===== src/sv/cetat_pkg.sv =====
// Shared types, constants and the font remap function for the color escape translator.
package cetat_pkg;

	localparam int MaxRun = 7;

	localparam logic [7:0] EscByte  = 8'h1B;
	localparam logic [7:0] LbrByte  = 8'h5B;
	localparam logic [7:0] MByte    = 8'h6D;
	localparam logic [7:0] SemiByte = 8'h3B;
	localparam logic [7:0] NlByte   = 8'h0A;
	localparam logic [7:0] ZeroChr  = 8'h30;
	localparam logic [7:0] NineChr  = 8'h39;

	localparam logic [1:0] RegColorMode = 2'd0;
	localparam logic [1:0] RegFontRemap = 2'd1;
	localparam logic [1:0] RegEscChar   = 2'd2;

	localparam logic [1:0] ModeStrip = 2'd0;
	localparam logic [1:0] ModeXlate = 2'd1;
	localparam logic [1:0] ModePass  = 2'd2;

	localparam logic [3:0] ColDefault = 4'd0;
	localparam logic [3:0] ColBright  = 4'd8;

	typedef struct packed {
		logic [1:0] color_mode;
		logic       font_remap_enable;
		logic [7:0] escape_char;
	} cfg_t;

	typedef struct packed {
		logic       esc_pending;
		logic [3:0] active_color;
	} line_st_t;

	typedef struct packed {
		logic [MaxRun-1:0][7:0] bytes;
		logic [2:0]             count;
		logic                   eol;
	} run_t;

	localparam logic [7:0] LowFirst [16] = '{
		8'h00, 8'h23, 8'h23, 8'h23, 8'h23, 8'h2E, 8'h23, 8'h23,
		8'h23, 8'h09, 8'h0A, 8'h23, 8'h20, 8'h0D, 8'h2E, 8'h2E
	};
	localparam logic [7:0] LowSecond [16] = '{
		8'h3C, 8'h3D, 8'h3E, 8'h23, 8'h23, 8'h2E, 8'h23, 8'h23,
		8'h23, 8'h23, 8'h20, 8'h23, 8'h20, 8'h3E, 8'h2E, 8'h2E
	};
	localparam logic [7:0] LowShared [16] = '{
		8'h5B, 8'h5D, 8'h30, 8'h31, 8'h32, 8'h33, 8'h34, 8'h35,
		8'h36, 8'h37, 8'h38, 8'h39, 8'h2E, 8'h3C, 8'h3D, 8'h3E
	};

	function automatic logic [7:0] font_remap(input logic [7:0] b);
		logic [6:0] lo;
		logic [7:0] r;
		lo = b[6:0];
		if (lo == 7'd127) begin
			r = 8'h3C;
		end else if (lo >= 7'd32) begin
			r = {1'b0, lo};
		end else if (lo >= 7'd16) begin
			r = LowShared[lo[3:0]];
		end else if (b[7]) begin
			r = LowSecond[lo[3:0]];
		end else begin
			r = LowFirst[lo[3:0]];
		end
		return r;
	endfunction

endpackage


===== src/sv/cetat_xlate.sv =====
// Translation logic: one request plus line state in, byte run and next line state out.
module cetat_xlate (
	input  logic                 opcode,
	input  logic [7:0]           char_byte,
	input  cetat_pkg::cfg_t      cfg,
	input  cetat_pkg::line_st_t  st,
	output cetat_pkg::run_t      run,
	output cetat_pkg::line_st_t  st_next
);

	logic [7:0] b;
	logic       translate;
	logic       digit;
	logic [3:0] dval;
	logic [3:0] col;
	logic [7:0] tail;

	assign b         = cfg.font_remap_enable ? cetat_pkg::font_remap(char_byte) : char_byte;
	assign translate = (cfg.color_mode == cetat_pkg::ModeXlate);
	assign digit     = (b >= cetat_pkg::ZeroChr) && (b <= cetat_pkg::NineChr);
	assign dval      = b[3:0];

	always_comb begin
		if (dval == 4'd0 || dval == 4'd7) begin
			col = cetat_pkg::ColDefault;
		end else if (dval >= 4'd8) begin
			col = cetat_pkg::ColBright;
		end else begin
			col = dval;
		end
		if (col <= 4'd4) begin
			tail = cetat_pkg::ZeroChr + {4'd0, col};
		end else if (col == 4'd5) begin
			tail = 8'h36;
		end else begin
			tail = 8'h35;
		end
	end

	always_comb begin
		logic [2:0] n;
		logic       plain;
		n       = 3'd0;
		plain   = 1'b0;
		run     = '0;
		st_next = st;
		run.eol = opcode;
		if (opcode) begin
			if (st.esc_pending) begin
				run.bytes[n] = cfg.escape_char; n = n + 3'd1;
			end
			if (st.active_color != cetat_pkg::ColDefault) begin
				run.bytes[n] = cetat_pkg::EscByte; n = n + 3'd1;
				run.bytes[n] = cetat_pkg::LbrByte; n = n + 3'd1;
				run.bytes[n] = cetat_pkg::MByte;   n = n + 3'd1;
			end
			run.bytes[n] = 8'h00; n = n + 3'd1;
			st_next = '0;
		end else if (b != 8'h00) begin
			if (cfg.color_mode == cetat_pkg::ModePass) begin
				if (st.esc_pending) begin
					run.bytes[n] = cfg.escape_char; n = n + 3'd1;
				end
				st_next.esc_pending = 1'b0;
				run.bytes[n] = b; n = n + 3'd1;
			end else if (st.esc_pending) begin
				st_next.esc_pending = 1'b0;
				if (b == cfg.escape_char) begin
					run.bytes[n] = cfg.escape_char; n = n + 3'd1;
				end else if (digit) begin
					if (translate && col != st.active_color) begin
						st_next.active_color = col;
						run.bytes[n] = cetat_pkg::EscByte; n = n + 3'd1;
						run.bytes[n] = cetat_pkg::LbrByte; n = n + 3'd1;
						if (col == cetat_pkg::ColBright) begin
							run.bytes[n] = cetat_pkg::ZeroChr; n = n + 3'd1;
							run.bytes[n] = cetat_pkg::SemiByte; n = n + 3'd1;
							run.bytes[n] = 8'h31; n = n + 3'd1;
						end else if (col != cetat_pkg::ColDefault) begin
							run.bytes[n] = 8'h31; n = n + 3'd1;
							run.bytes[n] = cetat_pkg::SemiByte; n = n + 3'd1;
							run.bytes[n] = 8'h33; n = n + 3'd1;
							run.bytes[n] = tail; n = n + 3'd1;
						end
						run.bytes[n] = cetat_pkg::MByte; n = n + 3'd1;
					end
				end else begin
					run.bytes[n] = cfg.escape_char; n = n + 3'd1;
					plain = 1'b1;
				end
			end else begin
				plain = 1'b1;
			end
			if (plain) begin
				if (b == cfg.escape_char) begin
					st_next.esc_pending = 1'b1;
				end else begin
					if (translate && b == cetat_pkg::NlByte &&
					    st.active_color != cetat_pkg::ColDefault) begin
						run.bytes[n] = cetat_pkg::EscByte; n = n + 3'd1;
						run.bytes[n] = cetat_pkg::LbrByte; n = n + 3'd1;
						run.bytes[n] = cetat_pkg::MByte;   n = n + 3'd1;
						st_next.active_color = cetat_pkg::ColDefault;
					end
					run.bytes[n] = b; n = n + 3'd1;
				end
			end
		end
		run.count = n;
	end

endmodule


===== src/sv/cetat_emit.sv =====
// Output run buffer: holds one byte run and shifts it out one byte per accepted result.
module cetat_emit (
	input  logic             clk,
	input  logic             arst_n,
	input  logic             load,
	input  cetat_pkg::run_t  run,
	output logic             out_valid,
	input  logic             out_ready,
	output logic [7:0]       out_byte,
	output logic             last_of_run,
	output logic             line_done,
	output logic             free_next
);

	logic [cetat_pkg::MaxRun-1:0][7:0] buf_q;
	logic [2:0]                        rem_q;
	logic                              eol_q;

	assign out_valid   = (rem_q != 3'd0);
	assign out_byte    = buf_q[0];
	assign last_of_run = (rem_q == 3'd1);
	assign line_done   = eol_q && (rem_q == 3'd1);
	assign free_next   = (rem_q == 3'd0) || ((rem_q == 3'd1) && out_ready);

	always_ff @(posedge clk or negedge arst_n) begin
		if (!arst_n) begin
			rem_q <= 3'd0;
		end else if (load) begin
			rem_q <= run.count;
		end else if (out_valid && out_ready) begin
			rem_q <= rem_q - 3'd1;
		end
	end

	always_ff @(posedge clk) begin
		if (load) begin
			buf_q <= run.bytes;
			eol_q <= run.eol;
		end else if (out_valid && out_ready) begin
			buf_q <= buf_q >> 8;
		end
	end

endmodule


===== src/sv/color_escape_to_ansi_translator.sv =====
// Top level of the color escape to ANSI translator.
//
// Input channel (in_valid/in_ready, opcode, char_byte): one request per line
// character, then one end-of-line request. Output channel (out_valid/out_ready,
// out_byte, last_of_run, line_done): the bytes each request produces, with
// last_of_run on the final byte of a run and line_done on the 0 terminator.
// Configuration (cfg_wr_en, cfg_index, cfg_data) writes color_mode,
// font_remap_enable and escape_char; write only while the block is idle.
// Path: a request is held in the input register, then its run is loaded into
// the output buffer, which presents the first byte; a busy buffer delays the load.
// Throughput: one request per cycle while each gives at most one byte and the
// receiver is ready. A run of up to 7 bytes holds the output buffer until all
// of them have left the single byte-wide output port. Empty requests still load it.
// When the receiver stalls, the output buffer holds and the input register
// fills, then in_ready drops. Reset clears both line state and all valids and
// sets the registers to translate mode, remap on, escape char 0x5E.
module color_escape_to_ansi_translator (
	input  logic       clk,
	input  logic       arst_n,
	input  logic       in_valid,
	output logic       in_ready,
	input  logic       opcode,
	input  logic [7:0] char_byte,
	output logic       out_valid,
	input  logic       out_ready,
	output logic [7:0] out_byte,
	output logic       last_of_run,
	output logic       line_done,
	input  logic       cfg_wr_en,
	input  logic [1:0] cfg_index,
	input  logic [7:0] cfg_data
);

	cetat_pkg::cfg_t     cfg_q;
	cetat_pkg::line_st_t st_q;
	cetat_pkg::line_st_t st_next;
	cetat_pkg::run_t     run;

	logic       vld_s1;
	logic       opcode_s1;
	logic [7:0] char_s1;
	logic       free_next;
	logic       load;

	assign load     = vld_s1 && free_next;
	assign in_ready = !vld_s1 || free_next;

	always_ff @(posedge clk or negedge arst_n) begin
		if (!arst_n) begin
			cfg_q.color_mode        <= cetat_pkg::ModeXlate;
			cfg_q.font_remap_enable <= 1'b1;
			cfg_q.escape_char       <= 8'd94;
		end else if (cfg_wr_en) begin
			case (cfg_index)
				cetat_pkg::RegColorMode: cfg_q.color_mode        <= cfg_data[1:0];
				cetat_pkg::RegFontRemap: cfg_q.font_remap_enable <= cfg_data[0];
				cetat_pkg::RegEscChar:   cfg_q.escape_char       <= cfg_data;
				default: ;
			endcase
		end
	end

	always_ff @(posedge clk or negedge arst_n) begin
		if (!arst_n) begin
			vld_s1 <= 1'b0;
			st_q   <= '0;
		end else begin
			if (in_ready) begin
				vld_s1 <= in_valid;
			end
			if (load) begin
				st_q <= st_next;
			end
		end
	end

	always_ff @(posedge clk) begin
		if (in_valid && in_ready) begin
			opcode_s1 <= opcode;
			char_s1   <= char_byte;
		end
	end

	cetat_xlate u_xlate (
		.opcode    (opcode_s1),
		.char_byte (char_s1),
		.cfg       (cfg_q),
		.st        (st_q),
		.run       (run),
		.st_next   (st_next)
	);

	cetat_emit u_emit (
		.clk         (clk),
		.arst_n      (arst_n),
		.load        (load),
		.run         (run),
		.out_valid   (out_valid),
		.out_ready   (out_ready),
		.out_byte    (out_byte),
		.last_of_run (last_of_run),
		.line_done   (line_done),
		.free_next   (free_next)
	);

	a_done_is_zero: assert property (@(posedge clk) disable iff (!arst_n)
		out_valid && line_done |-> out_byte == 8'h00 && last_of_run)
		else $error("terminator byte not zero or not last");

	a_eol_clears: assert property (@(posedge clk) disable iff (!arst_n)
		load && opcode_s1 |=> st_q == '0)
		else $error("line state not cleared at end of line");

	a_color_legal: assert property (@(posedge clk) disable iff (!arst_n)
		st_q.active_color <= cetat_pkg::ColBright && st_q.active_color != 4'd7)
		else $error("illegal active color");

	a_load_when_free: assert property (@(posedge clk) disable iff (!arst_n)
		load && out_valid |-> last_of_run && out_ready)
		else $error("run loaded over unsent bytes");

endmodule


===== config.mk =====
export PLATFORM = sky130hd
export DESIGN_NAME = color_escape_to_ansi_translator
export DESIGN_NICKNAME = d
export VERILOG_FILES = /design/src/sv/cetat_pkg.sv /design/src/sv/cetat_xlate.sv /design/src/sv/cetat_emit.sv /design/src/sv/color_escape_to_ansi_translator.sv
export SDC_FILE = /design/constraint.sdc
export NUM_CORES = 1
export LEC_CHECK = 0
export BUFFER_PORTS_ARGS = -buffer_cell sky130_fd_sc_hd__buf_2
export CAP_MARGIN = 20
export CORE_UTILIZATION = 62
export CTS_CLUSTER_SIZE = 25
export DETAILED_ROUTE_END_ITERATION = 10
export HOLD_SLACK_MARGIN = 0.05
export PLACE_DENSITY = 0.87
export SLEW_MARGIN = 0
export SYNTH_ARGS = -nofsm -noshare
export SYNTH_HDL_FRONTEND = slang
export SYNTH_SLANG_ARGS = --single-unit

===== constraint.sdc =====
create_clock -name clk -period 6.4 [get_ports clk]
set_input_delay 0.96 -clock clk [delete_from_list [all_inputs] [get_ports clk]]
set_output_delay 0.96 -clock clk [all_outputs]
set_load 0.02 [all_outputs]

==> results.sh, run 1 <==
export IMPL_place_inst=838
export IMPL_netlist_area_mm2=0.00635
export IMPL_gp_congestion=0.995
export IMPL_synth_ff_type="edfxtp_1"
export IMPL_avgSynthCellArea_um2=9.05
export IMPL_drc_errors=0
export IMPL_vias=5921
export IMPL_final_nets=757
export IMPL_synth_cell_type_count=83
export IMPL_core_area_mm2=0.00986
export IMPL_h_tree_depth=3
export IMPL_crit_required_ns=6.53
export IMPL_cts_sinks=86
export IMPL_start_util_pct=64.3
export IMPL_run_status="completed"
export IMPL_layout_drive_gt1_share_pct=15.7
export IMPL_first_global_vias=5455
export IMPL_finClkSkew_ns=0.0128
export IMPL_synth_seq_cells=86
export IMPL_worstHoldStart="u_emit.buf_q[55]"
export IMPL_hold_viol=0
export IMPL_postSynthCellCount=701
export IMPL_die_w_um=103
export IMPL_dp_hpwl_mm=14.5
export IMPL_final_util_pct=68.3
export IMPL_cts_tree="yes"
export IMPL_cp_arrival_ns=6.01
export IMPL_cap_violations=0
export IMPL_path_clk_slew_ns=0.09
export IMPL_async_flop_share_pct=23.3
export IMPL_holdPathStages=1
export IMPL_first_iter_violations=642
export IMPL_cp_max_fo=12
export IMPL_worstPathCellList="inv_1 -> ha_1 -> nor2b_1 -> mux4_2 -> o211ai_1 -> nand2_1 -> or4_1 -> o311ai_4 -> a211o_1 -> nand2_1 -> ha_1 -> xnor2_1 -> xnor2_1 -> and2_1 -> or2_1 -> a21oi_1 -> nor2_1 -> a221oi_1 -> o31ai_1"
export IMPL_areaGrowthSynthToFinish_pct=6.09
export IMPL_ir_drop_mv=0.335
export IMPL_wirelength_mm=19.7
export IMPL_synthesis_nets=742
export IMPL_track_usage_pct=39.5
export IMPL_timing_rr_end="u_emit.out_byte[1]"
export IMPL_insertion_delay_ns=0.38
export IMPL_r2r_slack_ns=0.51
export IMPL_post_route_period_util_pct=92.0
export IMPL_final_antenna_net_count=0
export IMPL_grt_pass1_wl_mm=30.6
export IMPL_whs_endpoint="u_emit.buf_q[47]"
export IMPL_fmax_mhz=170
export IMPL_reg2reg_depth=19
export IMPL_powerDensity_mw_per_mm2=395
export IMPL_core_rowCount=36
export IMPL_period_needed_ns=5.89
export IMPL_drt_pass1_iter_count=6
export IMPL_yosysWarningCount=0
export IMPL_dieArea_mm2=0.0106
export IMPL_worstReg2RegStart="char_s1[1]"
export IMPL_relSlewSlack_pct=34.5
export IMPL_io_pins=36
export IMPL_rsz0062_at_grt="no"
export IMPL_final_max_slew_violation_count=0
export IMPL_clock_root_buffer="clkbuf_8"
export IMPL_fin_cells=854
export IMPL_yosysSeqAreaShare_pct=39.3
export IMPL_synth_area_top_cells="edfxtp_1, dfrtp_1, nand2_1"
export IMPL_critical_path_class="reg2reg"
export IMPL_die_h_um=103
export IMPL_leakage_uw=0.00254
export IMPL_end_kind="register"
export IMPL_diodes=0
export IMPL_start_kind="register"
export IMPL_synth_top_cell_by_area="edfxtp_1"
export IMPL_antenna_found_initial=1
export IMPL_holdBufCountCts=0
export IMPL_synth_edf_count=66
export IMPL_post_cts_setup_buffers=0
export IMPL_crit_slowest_cell="or4_1"
export IMPL_critPathMaxStageDelay_ns=0.63
export IMPL_io_buffers=35
export IMPL_wire_per_inst_um=23.0
export IMPL_grt_start_max_net_pins=62
export IMPL_vias_per_cell=6.93
export IMPL_fin_tns_setup_ns=0
export IMPL_worstMarginPinSlew_ns=0.981
export IMPL_cts_made_buffers=9
export IMPL_clk_path_buf_depth=2
export IMPL_setup_viol=0
export IMPL_grt_ovfl_total=0
export IMPL_synth_top_area_share_pct=31.2
export IMPL_hp_class="reg2reg"
export IMPL_ctsResizeCount=0
[flip-flops by register name (all words and copies together) (netlist names)]
register,count
char_s1,8
u_emit.eol_q,1
vld_s1,1
u_emit.rem_q,3
st_q,5
u_emit.buf_q,48
u_emit.out_byte,8
cfg_q,11
opcode_s1,1
[power breakdown]
group	total, uW	switching (uW)	internal, uW
clock network	365	199	165
logic	1240	815	425
registers	1060	148	908
[final cells by class]
type / count / area, um^2
Clock inverter: 3 / 17.5
Sequential cell: 86 / 2490
Timing Repair Buffer: 51 / 295
Multi-Input combinational cell: 551 / 3540
Clock buffer: 13 / 160
Fill cell: 822 / 3130
Tap cell: 133 / 166
Inverter: 17 / 63.8
[layer usage]
metal | routed length, um | global-route usage (%) | vias up
met4 | 633 | 16.4 | 0
met2 | 8390 | 56.5 | 416
met3 | 2540 | 12.6 | 59
met1 | 8130 | 55.3 | 2771
met5 | 0 | 0 | -
li1 | - | - | 2675
[critical path, delay by kind of cell (launching register included)]
family	cells	cell delay [ns]
compound gates	6	1.46
simple gates	7	1.89
mux	1	0.51
xor+xnor	2	0.33
flops	1	0.59
fa+ha+maj	2	0.59
buf+inv	1	0.24
[cell usage after synthesis (9+ instances only)]
master,number
a21oi_1,33
inv_1,17
o22ai_1,12
nand2_1,78
a211oi_1,14
o21ai_0,40
nor2_1,71
o211ai_1,17
buf_2,11
nand3_1,34
and2_1,16
buf_4,14
ha_1,17
nor3_1,23
nor2b_1,9
clkbuf_1,18
mux2_2,15
edfxtp_1,66
dfrtp_1,13
[through the flow]
| stage | instance area [um^2] | hold WS [ns] | setup slack [ns] | total power (uW) |
|---|---|---|---|---|
| 2_1_floorplan | 6350 | 0.424 | 0.929 | 1930 |
| 3_3_place_gp | 6560 | 0.488 | 0.924 | 2230 |
| 3_5_place_dp | 6560 | 0.515 | 0.695 | 2260 |
| 4_1_cts | 6730 | 0.536 | 0.642 | 2630 |
| 5_1_grt | 6730 | 0.546 | 0.169 | 2820 |
| 6_report | 6730 | 0.531 | 0.514 | 2660 |
[worst max-delay path by stage]
stage / start / end / slack (ns) / cells past startpoint
after detailed placement: char_s1[1] / u_emit.out_byte[1] / 0.69 / 19
final: char_s1[1] / u_emit.out_byte[1] / 0.51 / 19
after CTS: char_s1[1] / u_emit.out_byte[1] / 0.64 / 19
after floorplan: char_s1[1] / u_emit.out_byte[1] / 0.93 / 22
after global placement: char_s1[1] / u_emit.out_byte[6] / 0.92 / 19
after global routing: char_s1[1] / u_emit.buf_q[24] / 0.17 / 19
[cells by family after synthesis]
group / synth area share [%]
other: 0.0591
AO/OA/AOI/OAI: 24.8
XOR/XNOR: 1.87
AND/OR/NAND/NOR: 22.1
flip-flops: 39.3
buffers and inverters: 5.07
multiplexers: 3.49
adder cells (fa/ha/maj): 3.35
[layout by cell type, fill, tap and decap left out, types with 9 or more instances in the layout]
cell	n
nand2_1	78
mux2_2	15
o22ai_1	12
ha_1	17
nor2_1	71
dfrtp_1	13
clkbuf_8	9
nor2b_1	9
o21ai_0	40
inv_1	17
nand3_1	34
nor3_1	23
a211oi_1	13
buf_4	16
buf_2	35
o211ai_1	17
a21oi_1	33
and2_1	16
edfxtp_1	66
(Power assumes the default switching activity.)
==> run 2: changes to the inputs <==
--- a/config.mk
+++ b/config.mk
@@ -11,6 +11,7 @@
 export CTS_CLUSTER_SIZE = 25
 export DETAILED_ROUTE_END_ITERATION = 10
 export HOLD_SLACK_MARGIN = 0.05
+export MAX_ROUTING_LAYER = met4
 export PLACE_DENSITY = 0.87
 export SLEW_MARGIN = 0
 export SYNTH_ARGS = -nofsm -noshare
==> results.sh, run 2 (synthesis gave the netlist of run 1 again) <==
export IMPL_fmax_mhz=167
export IMPL_drt_pass1_iter_count=6
export IMPL_setup_viol=0
export IMPL_clk_path_buf_depth=2
export IMPL_vias_per_cell=7.09
export IMPL_insertion_delay_ns=0.39
export IMPL_clock_root_buffer="clkbuf_8"
export IMPL_first_iter_violations=709
export IMPL_post_route_period_util_pct=93.6
export IMPL_drc_errors=0
export IMPL_final_antenna_net_count=0
export IMPL_powerDensity_mw_per_mm2=399
export IMPL_ir_drop_mv=0.289
export IMPL_hold_viol=0
export IMPL_worstMarginPinSlew_ns=1.06
export IMPL_layout_drive_gt1_share_pct=16.3
export IMPL_period_needed_ns=5.99
export IMPL_multi_input_area_mm2=0.00354
export IMPL_place_inst=842
export IMPL_gp_congestion=1.04
export IMPL_fill_cells=815
export IMPL_fin_hold_ws_ns=0.529
export IMPL_antenna_found_initial=0
export IMPL_wirelength_mm=20.6
export IMPL_die_h_um=103
export IMPL_final_max_slew_violation_count=0
export IMPL_final_cell_mix="nand2_1, nor2_1, edfxtp_1"
export IMPL_cp_max_fo=12
export IMPL_ff_latch_area_mm2=0.00249
export IMPL_leakage_uw=0.00256
export IMPL_wire_per_inst_um=24.0
export IMPL_final_common_cell="nand2_1"
export IMPL_grt_start_max_net_pins=62
export IMPL_fin_cells=858
export IMPL_critical_path_class="reg2reg"
export IMPL_cts_made_buffers=9
export IMPL_core_area_mm2=0.00986
export IMPL_ctsResizeCount=0
export IMPL_holdBufCountCts=0
export IMPL_crit_required_ns=6.52
export IMPL_dp_hpwl_mm=15.1
export IMPL_diodes=0
export IMPL_relSlewSlack_pct=29.6
export IMPL_track_usage_pct=42.2
export IMPL_fin_tns_setup_ns=0
export IMPL_cts_tree="yes"
export IMPL_io_buffers=35
export IMPL_grt_pass1_wl_mm=31.6
export IMPL_vias=6083
export IMPL_rsz0062_at_grt="no"
export IMPL_path_clk_slew_ns=0.08
export IMPL_largest_registers="u_emit.buf_q x48, cfg_q x11"
export IMPL_dieArea_mm2=0.0106
export IMPL_die_w_um=103
export IMPL_h_tree_depth=3
export IMPL_finClkSkew_ns=0.0133
export IMPL_end_kind="register"
export IMPL_grt_ovfl_total=0
export IMPL_post_cts_setup_buffers=0
export IMPL_largest_register_ffs=48
export IMPL_start_kind="register"
export IMPL_io_pins=36
export IMPL_core_rowCount=36
export IMPL_first_global_vias=5750
export IMPL_cap_violations=0
export IMPL_cts_sinks=86
export IMPL_areaGrowthSynthToFinish_pct=6.68
export IMPL_hp_class="reg2reg"
export IMPL_cp_arrival_ns=6.10
export IMPL_start_util_pct=64.3
export IMPL_final_nets=761
export IMPL_top_register="u_emit.buf_q"
export IMPL_run_status="completed"
export IMPL_final_util_pct=68.6
[run 2: cell count changes in the layout (fill, tap and decap cells not counted), sizes merged]
cell,delta
buf,+4
clkbuf,-1
clkinv,+2
clkinvlp,+1
inv,-2
[run 2: through the flow]
step	setup WS [ns]	instance area, um^2	total power (uW)
final	0.413	6770	2700
after global routing	0.140	6770	2840
after CTS	0.637	6770	2660
after detailed placement	0.666	6590	2300
after global placement	0.924	6590	2250
after floorplan	0.929	6350	1930
[run 2: path summary, 6_finish.rpt]
path                                  start                to  slack (ns)  cells after the start
min in group asynchronous            arst_n           st_q[1]        0.54                      1
hold reg to reg            u_emit.buf_q[46]  u_emit.buf_q[38]        0.53                      2
max in group asynchronous            arst_n          cfg_q[8]        5.48                      1
setup / recovery                 char_s1[1]  u_emit.buf_q[30]        0.41                     19
hold / removal             u_emit.buf_q[46]  u_emit.buf_q[38]        0.53                      2
setup reg to reg                 char_s1[1]  u_emit.buf_q[30]        0.41                     19
[run 2: metal layers]
layer,global-route usage (%),routed length [um]
met5,-,0
met4,17.3,633
met3,10.0,2730
met2,60.2,8830
met1,57.8,8430
[run 2: power by group]
part | leakage [uW] | internal (uW) | total [uW] | switching, uW
sequential | 0.000895 | 908 | 1050 | 145
combinational | 0.00157 | 434 | 1280 | 849
clock | 0.0000935 | 170 | 367 | 197
total | 0.00256 | 1510 | 2700 | 1190
[run 2: worst max-delay path, stage by stage, from the launching register on]
cell      delay [ns]
edfxtp_1        0.57
inv_1           0.23
ha_1            0.25
nor2b_1         0.13
mux4_2          0.48
o211a_1         0.31
nor4_1          0.65
o21ai_0         0.21
a31o_2          0.31
a211o_1         0.33
nand2_1         0.23
ha_1            0.35
xnor2_1         0.19
xnor2_1         0.14
and2_1          0.20
or2_1           0.31
a21oi_1         0.10
nor3_1          0.44
a21o_1          0.20
o21ai_0         0.09
[run 2: area by class of cell]
cell class	instances	share of cell area, %
repair buffers	55	4.81
well taps	133	2.46
multi-input cells	551	52.3
flip-flops and latches	86	36.8
clock buffers	12	2.44
clock inverters	4	0.296
inverters	17	0.943
